===== src/rtl/uer_pkg.sv =====
// uer_pkg: shared types and constants of the ultrasonic echo ranger
// used by uer_ctrl, uer_dp, ultrasonic_echo_ranger_top and testbench; no dependencies
`timescale 1ns / 1ps

package uer_pkg;

  localparam int unsigned TICK_W      = 16;
  localparam int unsigned TRIG_W      = 8;
  localparam int unsigned DIV_W       = 10;
  localparam int unsigned CFG_IDX_W   = 2;
  localparam int unsigned CFG_DATA_W  = 10;
  localparam int unsigned DIV_CNT_W   = $clog2(TICK_W);

  localparam logic [TRIG_W-1:0] TRIG_LEN_RST   = TRIG_W'(10);
  localparam logic [DIV_W-1:0]  TICKS_UNIT_RST = DIV_W'(2 * 58);
  localparam logic              CONT_MODE_RST  = 1'b1;

  localparam logic [CFG_IDX_W-1:0] REG_TRIG_LEN   = CFG_IDX_W'(0);
  localparam logic [CFG_IDX_W-1:0] REG_TICKS_UNIT = CFG_IDX_W'(1);
  localparam logic [CFG_IDX_W-1:0] REG_CONT_MODE  = CFG_IDX_W'(2);

  typedef enum logic [1:0] {
    PH_IDLE = 2'd0,
    PH_TRIG = 2'd1,
    PH_WAIT = 2'd2,
    PH_MEAS = 2'd3
  } uer_phase_e;

  typedef enum logic {
    CTL_RUN = 1'b0,
    CTL_DIV = 1'b1
  } uer_ctl_e;

  typedef struct packed {
    logic take;
    logic load_now;
    logic div_step;
    logic div_done;
  } uer_cmd_t;

  typedef struct packed {
    logic latch;
  } uer_sts_t;

endpackage


===== src/rtl/uer_ctrl.sv =====
// uer_ctrl: request handshake and divide sequencing of the echo ranger
// depends on uer_pkg
`timescale 1ns / 1ps

module uer_ctrl (
  input  logic              clk_i,
  input  logic              rst_ni,
  input  logic              in_valid_i,
  output logic              in_ready_o,
  output logic              out_valid_o,
  input  logic              out_ready_i,
  input  uer_pkg::uer_sts_t sts_i,
  output uer_pkg::uer_cmd_t cmd_o
);

  uer_pkg::uer_ctl_e st_q, st_d;
  logic [uer_pkg::DIV_CNT_W-1:0] cnt_q, cnt_d;
  logic out_valid_q, out_valid_d;
  logic take;

  localparam logic [uer_pkg::DIV_CNT_W-1:0] CNT_LAST = uer_pkg::DIV_CNT_W'(uer_pkg::TICK_W - 1);

  always_ff @(posedge clk_i or negedge rst_ni) begin
    if (!rst_ni) begin
      st_q        <= uer_pkg::CTL_RUN;
      cnt_q       <= '0;
      out_valid_q <= 1'b0;
    end else begin
      st_q        <= st_d;
      cnt_q       <= cnt_d;
      out_valid_q <= out_valid_d;
    end
  end

  assign in_ready_o  = (st_q == uer_pkg::CTL_RUN) && (!out_valid_q || out_ready_i);
  assign take        = in_valid_i && in_ready_o;
  assign out_valid_o = out_valid_q;

  always_comb begin
    st_d           = st_q;
    cnt_d          = cnt_q;
    cmd_o          = '0;
    cmd_o.take     = take;
    out_valid_d    = out_valid_q && !out_ready_i;
    unique case (st_q)
      uer_pkg::CTL_RUN: begin
        if (take) begin
          if (sts_i.latch) begin
            st_d  = uer_pkg::CTL_DIV;
            cnt_d = '0;
          end else begin
            cmd_o.load_now = 1'b1;
            out_valid_d    = 1'b1;
          end
        end
      end
      uer_pkg::CTL_DIV: begin
        cmd_o.div_step = 1'b1;
        cnt_d          = cnt_q + 1'b1;
        if (cnt_q == CNT_LAST) begin
          cmd_o.div_done = 1'b1;
          out_valid_d    = 1'b1;
          st_d           = uer_pkg::CTL_RUN;
        end
      end
      default: st_d = uer_pkg::CTL_RUN;
    endcase
  end

  a_no_take_in_div: assert property (@(posedge clk_i) disable iff (!rst_ni)
    st_q == uer_pkg::CTL_DIV |-> !in_ready_o)
    else $error("request taken during divide");

  a_latch_starts_div: assert property (@(posedge clk_i) disable iff (!rst_ni)
    take && sts_i.latch |=> st_q == uer_pkg::CTL_DIV && cnt_q == '0)
    else $error("latch did not start divide");

  a_done_gives_valid: assert property (@(posedge clk_i) disable iff (!rst_ni)
    cmd_o.div_done |=> out_valid_q && st_q == uer_pkg::CTL_RUN)
    else $error("divide end did not present result");

  a_div_empty_out: assert property (@(posedge clk_i) disable iff (!rst_ni)
    st_q == uer_pkg::CTL_DIV |-> !out_valid_q)
    else $error("result pending during divide");

endmodule


===== src/rtl/uer_dp.sv =====
// uer_dp: sensor phase, tick counter, config registers, serial divider, result register
// depends on uer_pkg
`timescale 1ns / 1ps

module uer_dp (
  input  logic                              clk_i,
  input  logic                              rst_ni,
  input  logic                              cfg_we_i,
  input  logic [uer_pkg::CFG_IDX_W-1:0]     cfg_idx_i,
  input  logic [uer_pkg::CFG_DATA_W-1:0]    cfg_wdata_i,
  input  logic                              echo_level_i,
  input  logic                              start_request_i,
  input  uer_pkg::uer_cmd_t                 cmd_i,
  output uer_pkg::uer_sts_t                 sts_o,
  output logic                              pin_drive_high_o,
  output logic                              pin_is_output_o,
  output logic                              busy_res_o,
  output logic                              measurement_done_o,
  output logic [uer_pkg::TICK_W-1:0]        echo_ticks_o,
  output logic [uer_pkg::TICK_W-1:0]        distance_cm_o
);

  localparam int unsigned TW = uer_pkg::TICK_W;
  localparam int unsigned DW = uer_pkg::DIV_W;

  logic [uer_pkg::TRIG_W-1:0] trig_len_q;
  logic [DW-1:0]              tpu_q;
  logic                       cont_q;

  uer_pkg::uer_phase_e phase_q, phase_d;
  logic [TW-1:0] cnt_q, cnt_d, cnt_inc;
  logic          prev_q;
  logic [TW-1:0] ticks_q, ticks_d;
  logic [TW-1:0] dist_q;
  logic          latch;
  logic [uer_pkg::TRIG_W-1:0] len;

  logic [DW-1:0] rem_q;
  logic [TW-1:0] quo_q;
  logic [DW:0]   shifted;
  logic          ge;
  logic [DW:0]   diff;
  logic [TW-1:0] quo_nx;

  logic          drive_q, busy_q, done_q;

  // configuration registers
  always_ff @(posedge clk_i or negedge rst_ni) begin
    if (!rst_ni) begin
      trig_len_q <= uer_pkg::TRIG_LEN_RST;
      tpu_q      <= uer_pkg::TICKS_UNIT_RST;
      cont_q     <= uer_pkg::CONT_MODE_RST;
    end else if (cfg_we_i) begin
      unique case (cfg_idx_i)
        uer_pkg::REG_TRIG_LEN:   trig_len_q <= cfg_wdata_i[uer_pkg::TRIG_W-1:0];
        uer_pkg::REG_TICKS_UNIT: tpu_q      <= cfg_wdata_i[DW-1:0];
        uer_pkg::REG_CONT_MODE:  cont_q     <= cfg_wdata_i[0];
        default: ;
      endcase
    end
  end

  // sensor phase next state
  assign len     = (trig_len_q == '0) ? uer_pkg::TRIG_W'(1) : trig_len_q;
  assign cnt_inc = (cnt_q == '1) ? cnt_q : cnt_q + 1'b1;

  always_comb begin
    phase_d = phase_q;
    cnt_d   = cnt_q;
    ticks_d = ticks_q;
    latch   = 1'b0;
    unique case (phase_q)
      uer_pkg::PH_IDLE: begin
        if (start_request_i || cont_q) begin
          phase_d = uer_pkg::PH_TRIG;
          cnt_d   = TW'(1);
        end
      end
      uer_pkg::PH_TRIG: begin
        if (cnt_q >= TW'(len)) begin
          phase_d = uer_pkg::PH_WAIT;
          cnt_d   = '0;
        end else begin
          cnt_d = cnt_q + 1'b1;
        end
      end
      uer_pkg::PH_WAIT: begin
        if (!prev_q && echo_level_i) begin
          phase_d = uer_pkg::PH_MEAS;
          cnt_d   = '0;
        end
      end
      uer_pkg::PH_MEAS: begin
        cnt_d = cnt_inc;
        if (prev_q && !echo_level_i) begin
          latch   = 1'b1;
          ticks_d = cnt_inc;
          phase_d = uer_pkg::PH_IDLE;
        end
      end
      default: phase_d = uer_pkg::PH_IDLE;
    endcase
  end

  assign sts_o.latch = latch;

  always_ff @(posedge clk_i or negedge rst_ni) begin
    if (!rst_ni) begin
      phase_q <= uer_pkg::PH_IDLE;
      cnt_q   <= '0;
      prev_q  <= 1'b0;
      ticks_q <= '0;
    end else if (cmd_i.take) begin
      phase_q <= phase_d;
      cnt_q   <= cnt_d;
      prev_q  <= echo_level_i;
      ticks_q <= ticks_d;
    end
  end

  // restoring divider, one quotient bit per cycle
  assign shifted = {rem_q, quo_q[TW-1]};
  assign diff    = shifted - {1'b0, tpu_q};
  assign ge      = shifted >= {1'b0, tpu_q};
  assign quo_nx  = {quo_q[TW-2:0], ge};

  always_ff @(posedge clk_i) begin
    if (cmd_i.take) begin
      rem_q <= '0;
      quo_q <= ticks_d;
    end else if (cmd_i.div_step) begin
      rem_q <= ge ? diff[DW-1:0] : shifted[DW-1:0];
      quo_q <= quo_nx;
    end
  end

  always_ff @(posedge clk_i or negedge rst_ni) begin
    if (!rst_ni) begin
      dist_q <= '0;
    end else if (cmd_i.div_done) begin
      dist_q <= quo_nx;
    end
  end

  // result register
  always_ff @(posedge clk_i) begin
    if (cmd_i.load_now) begin
      drive_q       <= (phase_d == uer_pkg::PH_TRIG);
      busy_q        <= (phase_d != uer_pkg::PH_IDLE);
      done_q        <= 1'b0;
      echo_ticks_o  <= ticks_q;
      distance_cm_o <= dist_q;
    end else if (cmd_i.div_done) begin
      drive_q       <= (phase_q == uer_pkg::PH_TRIG);
      busy_q        <= (phase_q != uer_pkg::PH_IDLE);
      done_q        <= 1'b1;
      echo_ticks_o  <= ticks_q;
      distance_cm_o <= quo_nx;
    end
  end

  assign pin_drive_high_o   = drive_q;
  assign pin_is_output_o    = drive_q;
  assign busy_res_o         = busy_q;
  assign measurement_done_o = done_q;

  a_latch_only_meas: assert property (@(posedge clk_i) disable iff (!rst_ni)
    latch |-> phase_q == uer_pkg::PH_MEAS && prev_q && !echo_level_i)
    else $error("latch outside measuring phase");

  a_latch_goes_idle: assert property (@(posedge clk_i) disable iff (!rst_ni)
    cmd_i.take && latch |=> phase_q == uer_pkg::PH_IDLE)
    else $error("latch did not return to idle");

  a_trig_count_bound: assert property (@(posedge clk_i) disable iff (!rst_ni)
    phase_q == uer_pkg::PH_TRIG |-> cnt_q != '0 && cnt_q <= TW'(len) || cnt_q <= TW'(255))
    else $error("trigger counter out of bounds");

endmodule


===== src/rtl/ultrasonic_echo_ranger_top.sv =====
// ultrasonic_echo_ranger_top: one request per 0.5 us tick, one result per request
// a request is answered in the cycle after acceptance; the tick that ends an echo
// runs the serial divider over all 16 quotient bits and is answered once the result is registered;
// otherwise a new request is taken every cycle while the result register drains
// asynchronous active-low reset: idle phase, zero counts, configuration registers at defaults
// depends on uer_pkg, uer_ctrl, uer_dp
`timescale 1ns / 1ps

module ultrasonic_echo_ranger_top (
  input  logic                           clk_i,
  input  logic                           rst_ni,
  input  logic                           cfg_we_i,
  input  logic [uer_pkg::CFG_IDX_W-1:0]  cfg_idx_i,
  input  logic [uer_pkg::CFG_DATA_W-1:0] cfg_wdata_i,
  input  logic                           in_valid_i,
  output logic                           in_ready_o,
  input  logic                           echo_level_i,
  input  logic                           start_request_i,
  output logic                           out_valid_o,
  input  logic                           out_ready_i,
  output logic                           pin_drive_high_o,
  output logic                           pin_is_output_o,
  output logic                           busy_res_o,
  output logic                           measurement_done_o,
  output logic [uer_pkg::TICK_W-1:0]     echo_ticks_o,
  output logic [uer_pkg::TICK_W-1:0]     distance_cm_o
);

  uer_pkg::uer_cmd_t cmd;
  uer_pkg::uer_sts_t sts;

  uer_ctrl u_ctrl (
    .clk_i       (clk_i),
    .rst_ni      (rst_ni),
    .in_valid_i  (in_valid_i),
    .in_ready_o  (in_ready_o),
    .out_valid_o (out_valid_o),
    .out_ready_i (out_ready_i),
    .sts_i       (sts),
    .cmd_o       (cmd)
  );

  uer_dp u_dp (
    .clk_i              (clk_i),
    .rst_ni             (rst_ni),
    .cfg_we_i           (cfg_we_i),
    .cfg_idx_i          (cfg_idx_i),
    .cfg_wdata_i        (cfg_wdata_i),
    .echo_level_i       (echo_level_i),
    .start_request_i    (start_request_i),
    .cmd_i              (cmd),
    .sts_o              (sts),
    .pin_drive_high_o   (pin_drive_high_o),
    .pin_is_output_o    (pin_is_output_o),
    .busy_res_o         (busy_res_o),
    .measurement_done_o (measurement_done_o),
    .echo_ticks_o       (echo_ticks_o),
    .distance_cm_o      (distance_cm_o)
  );

endmodule


===== config.mk =====
export PLATFORM = sky130hd
export DESIGN_NAME = ultrasonic_echo_ranger_top
export DESIGN_NICKNAME = d
export VERILOG_FILES = /design/src/rtl/uer_pkg.sv /design/src/rtl/uer_ctrl.sv /design/src/rtl/uer_dp.sv /design/src/rtl/ultrasonic_echo_ranger_top.sv
export SDC_FILE = /design/constraint.sdc
export NUM_CORES = 1
export LEC_CHECK = 0
export BUFFER_PORTS_ARGS = -buffer_cell sky130_fd_sc_hd__buf_2
export CAP_MARGIN = 20
export CELL_PAD_IN_SITES_DETAIL_PLACEMENT = 0
export CELL_PAD_IN_SITES_GLOBAL_PLACEMENT = 1
export CORE_MARGIN = 10
export CORE_UTILIZATION = 47
export CTS_CLUSTER_SIZE = 28
export DETAILED_ROUTE_END_ITERATION = 12
export PLACE_DENSITY = 0.82
export SLEW_MARGIN = 15
export SYNTH_ARGS = -nofsm -noshare
export SYNTH_HDL_FRONTEND = slang
export SYNTH_SLANG_ARGS = --single-unit

===== constraint.sdc =====
create_clock -name clk_i -period 3.1 [get_ports clk_i]
set_input_delay 0.31 -clock clk_i [delete_from_list [all_inputs] [get_ports clk_i]]
set_output_delay 0.31 -clock clk_i [all_outputs]
set_load 0.01 [all_outputs]

# ---- Yosys cells after proc, flatten, opt, wreduce, memory -nomap -nowiden
# Index checks and enable logic that the tools add are counted.
dict set report word_totals {
  ram_bits 0
  word_cells 101
  latch_bits 0
  ff_bits 137
  romBits 0
  input_bits 19
  n_memories 0
}
dict set report op_classes {
  shift 0
  order_cmp 2
  add_sub_neg 3
  mux 42
  div_mod_pow 0
  multipliers 0
  eq_ne 12
  bitwise 1
  reduce_logical 23
}
# cell count
set ops {}
lappend ops {{16-bit 2-to-1 mux} 12}
lappend ops {{16-bit case mux with 4 select lines} 1}
lappend ops {{16-bit by 1-bit adder with 16-bit output (second input constant)} 1}
lappend ops {{16-bit == test (second input constant)} 1}
lappend ops {{16-bit by 8-bit >= comparator with 1-bit output} 1}
lappend ops {{1-bit 2-to-1 mux} 16}
lappend ops {{11-bit by 10-bit >= comparator with 1-bit output} 1}
lappend ops {{10-bit 2-to-1 mux} 1}
lappend ops {{2-bit 2-to-1 mux} 5}
lappend ops {{10-bit subtractor} 1}
lappend ops {{8-bit zero test} 1}
lappend ops {{4-bit 2-to-1 mux} 2}
lappend ops {{8-bit 2-to-1 mux} 1}
lappend ops {{2-bit case mux with 4 select lines} 1}
lappend ops {{4-bit case mux with 2 select lines} 1}
lappend ops {{2-bit AND reduction} 4}
lappend ops {{2-bit nonzero test} 4}
lappend ops {{2-bit by 1-bit == test with 1-bit output (second input constant)} 3}
lappend ops {{2-bit == test (second input constant)} 3}
lappend ops {{2-bit by 1-bit inequality test with 1-bit output (second input constant)} 3}
lappend ops {{1-bit logical AND} 5}
lappend ops {{4-bit by 1-bit adder with 4-bit output (second input constant)} 1}
lappend ops {{4-bit == test (second input constant)} 1}
lappend ops {{1-bit zero test} 4}
lappend ops {{other kinds (6)} 9}

# ---- Depth between registers and ports, before layout
dict set report logic_depth {
  depth_word 8
  mapped_depth 9
}

# ---- Cells and area by module
# A second synthesis with hierarchy kept.
dict set report hier_totals {
  hier_cells 627
  hier_area_um2 6909.1
}
# module n_inst seq_area_each_um2 area_each_um2 cells_per_inst
set by_module_without_submodules {}
lappend by_module_without_submodules {uer_dp 1 3482.1 6547.5 598}
lappend by_module_without_submodules {uer_ctrl 1 150.1 361.6 29}

# ---- Worst setup path after synthesis
# No wires, ideal clock.
dict set report synth_path {
  path_kind {reg2reg}
  from {register u_ctrl.cnt_q[0] in the netlist's numbering}
  to {register u_ctrl.out_valid_q, in the netlist u_ctrl.out_valid_o}
  arrival_time_ns 2.475
  required_ns 2.969
  slack_ns 0.494
  setup_ns 0.131
  n_path_buf 1
  stages_incl_launch_ff 6
  path_cell_list {dfrtp_1 -> ha_1 -> nand4_1 -> clkbuf_1 -> nand2_1 -> or2_2}
}
dict set report synth_between {
  elab_chain_len 3
}
# element line
set synth_lines {}
lappend synth_lines {{start, declared} uer_ctrl.sv:17} ;# logic [uer_pkg::DIV_CNT_W-1:0] cnt_q, cnt_d;
lappend synth_lines {{start signal, assigned} uer_ctrl.sv:30} ;# cnt_q <= cnt_d;
lappend synth_lines {{4-bit == test} uer_ctrl.sv:60} ;# if (cnt_q == CNT_LAST) begin
lappend synth_lines {{1-bit 2-to-1 mux} uer_ctrl.sv:60}
lappend synth_lines {{1-bit case mux with 2 select lines} uer_ctrl.sv:45} ;# unique case (st_q)
lappend synth_lines {{via u_ctrl.out_valid_d} uer_ctrl.sv:18} ;# logic out_valid_q, out_valid_d;
lappend synth_lines {{end signal, assigned} uer_ctrl.sv:31} ;# out_valid_q <= out_valid_d;
lappend synth_lines {{end, declared} uer_ctrl.sv:18}
# The timed path passes the listed nets, and every way through them passes these cells.
# A chain may end at the register's enable or synchronous reset.

# ---- Worst setup path in the final report
dict set report layout_path {
  from {register u_dp.tpu_q[5]}
  to {register u_dp.quo_q[0], data pin}
}
dict set report layout_between {
  elab_chain_len 3
}
# element line
set layout_lines {}
lappend layout_lines {{start, declared} uer_dp.sv:27} ;# logic [DW-1:0] tpu_q;
lappend layout_lines {{start signal, assigned} uer_dp.sv:51} ;# tpu_q <= uer_pkg::TICKS_UNIT_RST;
lappend layout_lines {{start signal, assigned} uer_dp.sv:56} ;# uer_pkg::REG_TICKS_UNIT: tpu_q <= cfg_wdata_i[DW-1:0];
lappend layout_lines {{11-bit by 10-bit >= comparator with 1-bit output} uer_dp.sv:124} ;# assign ge = shifted >= {1'b0, tpu_q};
lappend layout_lines {{16-bit 2-to-1 mux} uer_dp.sv:131} ;# end else if (cmd_i.div_step) begin
lappend layout_lines {{16-bit 2-to-1 mux} uer_dp.sv:128} ;# if (cmd_i.take) begin
lappend layout_lines {{end signal, assigned} uer_dp.sv:130} ;# quo_q <= ticks_d;
lappend layout_lines {{end signal, assigned} uer_dp.sv:133} ;# quo_q <= quo_nx;
lappend layout_lines {{end, declared} uer_dp.sv:39} ;# logic [TW-1:0] quo_q;
# No other way between the ends. The select of a mux whose other input is x is not followed.

==> results.txt <==
----------------------------------------------------
[Status]
  Result of the run ... finished, final reports clean

[Timing]
  Final-report max-slew violation count ... 0
  Part of the cycle the worst path needs ... 0.779
  Smallest setup slack after layout ... 685 ps
  Slew Limit Headroom ... 0.337
  Skew final ... ~6.9 ps
  RSZ-0062 raised after global routing ... false
  Worst slew pin tran ... 994 ps
  Setup violators final ... 0
  Post-layout min period ... 2420 ps
  Sum Neg Setup Slack ... 0 ps
  Final hold vios ... 0
  Peak Freq ... 0.414 GHz

[Final layout]
  Register cell area after layout ... 3630 µm²
  Post-Route Utilization ... 0.554
  Most frequent cells in the layout ... sky130_fd_sc_hd__nand2_1, sky130_fd_sc_hd__dfrtp_1, sky130_fd_sc_hd__buf_2
  Layout filler cell count ... 1195
  Final layout net count ... 733
  Number of antenna cells inserted ... 0
  Leading cell type in the layout, fill and taps excluded ... sky130_fd_sc_hd__nand2_1
  Multi-input gate area in the final layout ... 2750 µm²
  Summed area of non-filler cells in the final layout ... approximately 7700 µm²
  Area growth, synth to finish ... 15.9%
  Fraction of layout cells with a size suffix above 1 ... 0.205

[Detailed routing]
  Vias after detailed routing ... just under 5000
  Detailed-route vias per instance ... 5.57
  DRC violation count after routing ... 0
  Detail Route Antenna Nets ... 0
  Routed length per instance ... about 17 µm
  DRC violation total after the first TritonRoute iteration ... 302
  Initial DRT Pass Iterations ... 6
  Wire length reported by the detailed router ... 15100 µm

[Global route]
  Number of global-route vias before repair ... 4816
  GRT Overall Usage ... 0.159
  Initial antenna violation count ... 0
  Overflow after GRT ... 0
  Largest net degree at the start of global routing ... 77
  First-pass GRT wire length ... 25200 µm

[Yosys]
  Register bit count reported by yosys ... 137
  Mapped cell area ... 6610 µm²
  Yosys warns ... 0
  Yosys cell types ... 64
  Most instantiated flip-flop cell in the synthesis netlist ... sky130_fd_sc_hd__dfrtp_1
  Post-synth ARST share ... 0.555
  Register area share after synthesis ... 0.549
  Synth Area per Inst ... around 10 µm²
  Post-synth EDFFs ... 50
  Gate Count Post-Synth ... 634
  Syn nets ... a little under 700

[CTS]
  Hold Buf Count CTS ... 0
  H-tree depth reported by CTS ... 4
  Number of sinks driven by the clock tree ... around 140
  Clock-pin transition on the worst setup and hold timing paths ... 60 ps
  Total setup buffers inserted after CTS ... 0
  TritonCTS Buffers ... 17
  Clock root cell ... sky130_fd_sc_hd__clkbuf_16
  Clock tree from TritonCTS ... yes
  Number of gates given a new drive strength after cts ... 0
  Deepest clock path buffer count ... 2
  Clk_lat worst skew ... 420 ps

[Die]
  Starting utilization of the core area ... 0.478
  Core area ... between 10000 and 15000 µm²
  Number of primary I/O pins ... between 50 and 60
  Number of placement rows ... 43
  Die X ... 139 µm
  DIE HEIGHT ... 139 µm
  Area of the die ... about 19000 µm²

[Setup path]
  Kind of critical path ... flop to flop
  R2R setup slack ... 680 ps
  Capture instance of the worst register-to-register path ... u_dp.quo_q[0]$_DFFE_PP_
  Data arrival time at the worst-slack endpoint ... roughly 2600 ps
  Setup crit end kind ... flop
  Setup crit start ... u_dp.tpu_q[5]$_DFFE_PN1P_
  Critical path data required time ... 3250 ps
  CP Launch Type ... flop
  Critical R2R Launch ... u_dp.tpu_q[5]$_DFFE_PN1P_
  Worst-path fanout max ... 13
  Number of cell instances on the worst register-to-register path ... 7

[Run]
  Max cap viols ... 0

[Worst hold path]
  Class of the tightest hold or removal check ... input port to async pin

[Power]
  Leakage power ... around 3.4 nW
  Total power per unit cell area ... 985 nW/µm²
  Worst-case vdd ir drop ... 0.430 mV

[Placed design]
  Post-detailed-placement cell area ... 7080 µm²
  Half-perimeter wire length after placement ... approximately 11000 µm
  Routability-driven placement congestion ratio ... 0.891
  IO buf count ... 56
  Worst setup timing slack at the placement stage ... 703 ps

----------------------------------------------------
## registers in the layout (all words and copies together) (netlist names)
name / flops
u_dp.cnt_q: 16
u_dp.echo_ticks_o: 16
u_dp.quo_q: 16
u_dp.rem_q: 10
u_dp.ticks_q: 16
u_dp.dist_q: 16
u_ctrl.st_q: 1
u_ctrl.out_valid_o: 1
u_dp.prev_q: 1
u_dp.trig_len_q: 8
u_dp.busy_res_o: 1
u_dp.pin_drive_high_o: 1
u_dp.cont_q: 1
u_dp.distance_cm_o: 16
u_dp.phase_q: 2
u_ctrl.cnt_q: 4
u_dp.tpu_q: 10
u_dp.measurement_done_o: 1
## worst max path at each step
stage / slack [ps] / to
3_3_place_gp: 750 / u_dp.pin_drive_high_o$_DFFE_PP_
4_1_cts: 700 / u_dp.quo_q[0]$_DFFE_PP_
5_1_grt: 510 / u_dp.quo_q[0]$_DFFE_PP_
3_5_place_dp: 700 / u_dp.quo_q[0]$_DFFE_PP_
2_1_floorplan: 490 / u_ctrl.out_valid_o$_DFF_PN0_
6_report: 680 / u_dp.quo_q[0]$_DFFE_PP_
## where the power goes
part	internal, mW	switching, mW
clock	1.22	0.748
sequential	2.69	0.479
combinational	0.984	1.42
## synthesized netlist by cell type (6+ instances only)
| cell | number | area (µm²) |
|---|---|---|
| sky130_fd_sc_hd__o21ai_0 | 49 | 245 |
| sky130_fd_sc_hd__a21oi_1 | 31 | 155 |
| sky130_fd_sc_hd__dfstp_2 | 7 | 184 |
| sky130_fd_sc_hd__a31oi_1 | 7 | 43.8 |
| sky130_fd_sc_hd__dfxtp_1 | 11 | 220 |
| sky130_fd_sc_hd__ha_1 | 20 | 250 |
| sky130_fd_sc_hd__clkbuf_1 | 14 | 52.6 |
| sky130_fd_sc_hd__edfxtp_1 | 50 | 1500 |
| sky130_fd_sc_hd__nand3_1 | 24 | 120 |
| sky130_fd_sc_hd__a21o_1 | 7 | 52.6 |
| sky130_fd_sc_hd__nor2_1 | 28 | 105 |
| sky130_fd_sc_hd__dfrtp_1 | 69 | 1730 |
| sky130_fd_sc_hd__and3_1 | 6 | 37.5 |
| sky130_fd_sc_hd__nor3_1 | 13 | 65.1 |
| sky130_fd_sc_hd__xor2_1 | 8 | 70.1 |
| sky130_fd_sc_hd__a22o_1 | 6 | 52.6 |
| sky130_fd_sc_hd__nand4_1 | 9 | 56.3 |
| sky130_fd_sc_hd__mux2_2 | 28 | 315 |
| sky130_fd_sc_hd__nand2_1 | 119 | 447 |
| sky130_fd_sc_hd__inv_1 | 25 | 93.8 |
| sky130_fd_sc_hd__xnor2_1 | 8 | 70.1 |
| sky130_fd_sc_hd__buf_2 | 11 | 55.1 |
## stage by stage
step | instances | hold WS, ps | total power, mW
6_report | 886 | 43.2 | 7.55
5_1_grt | 886 | 117 | 8.08
4_1_cts | 886 | 97.9 | 7.60
3_5_place_dp | 854 | 443 | 5.60
3_3_place_gp | 854 | 438 | 5.49
2_1_floorplan | 634 | 14.4 | 4.83
## cell type report
| class | count | share of cell area |
|---|---|---|
| Clock buffer | 21 | 0.0601 |
| Clock inverter | 11 | 0.0158 |
| Inverter | 25 | 0.0122 |
| Multi-Input combinational cell | 442 | 0.358 |
| Sequential cell | 137 | 0.474 |
| Tap cell | 180 | 0.0294 |
| Timing Repair Buffer | 70 | 0.0506 |
## worst max-delay path: stages, from the launching register on
cell	delay, ps
sky130_fd_sc_hd__dfstp_2	530
sky130_fd_sc_hd__inv_1	40
sky130_fd_sc_hd__ha_1	340
sky130_fd_sc_hd__nand4_1	150
sky130_fd_sc_hd__nor3_1	70
sky130_fd_sc_hd__nor4_1	470
sky130_fd_sc_hd__o31a_2	420
sky130_fd_sc_hd__a22oi_1	130
## routing by layer
layer | wire (µm) | up-vias | track usage
li1 | - | 2405 | -
met1 | 6960 | 2364 | 0.210
met2 | 6900 | 148 | 0.245
met3 | 1080 | 20 | 0.0517
met4 | 193 | 0 | 0.0456
met5 | 0 | - | 0
## kinds of logic after synthesis
kind of cell / after synthesis / share of synthesized area
buffers and inverters: 55 / 0.0358
AO/OA/AOI/OAI: 143 / 0.139
XOR/XNOR: 16 / 0.0212
flip-flops: 137 / 0.549
adder cells (fa/ha/maj): 22 / 0.0424
AND/OR/NAND/NOR: 229 / 0.159
multiplexers: 32 / 0.0537
(Power assumes the default switching activity.)
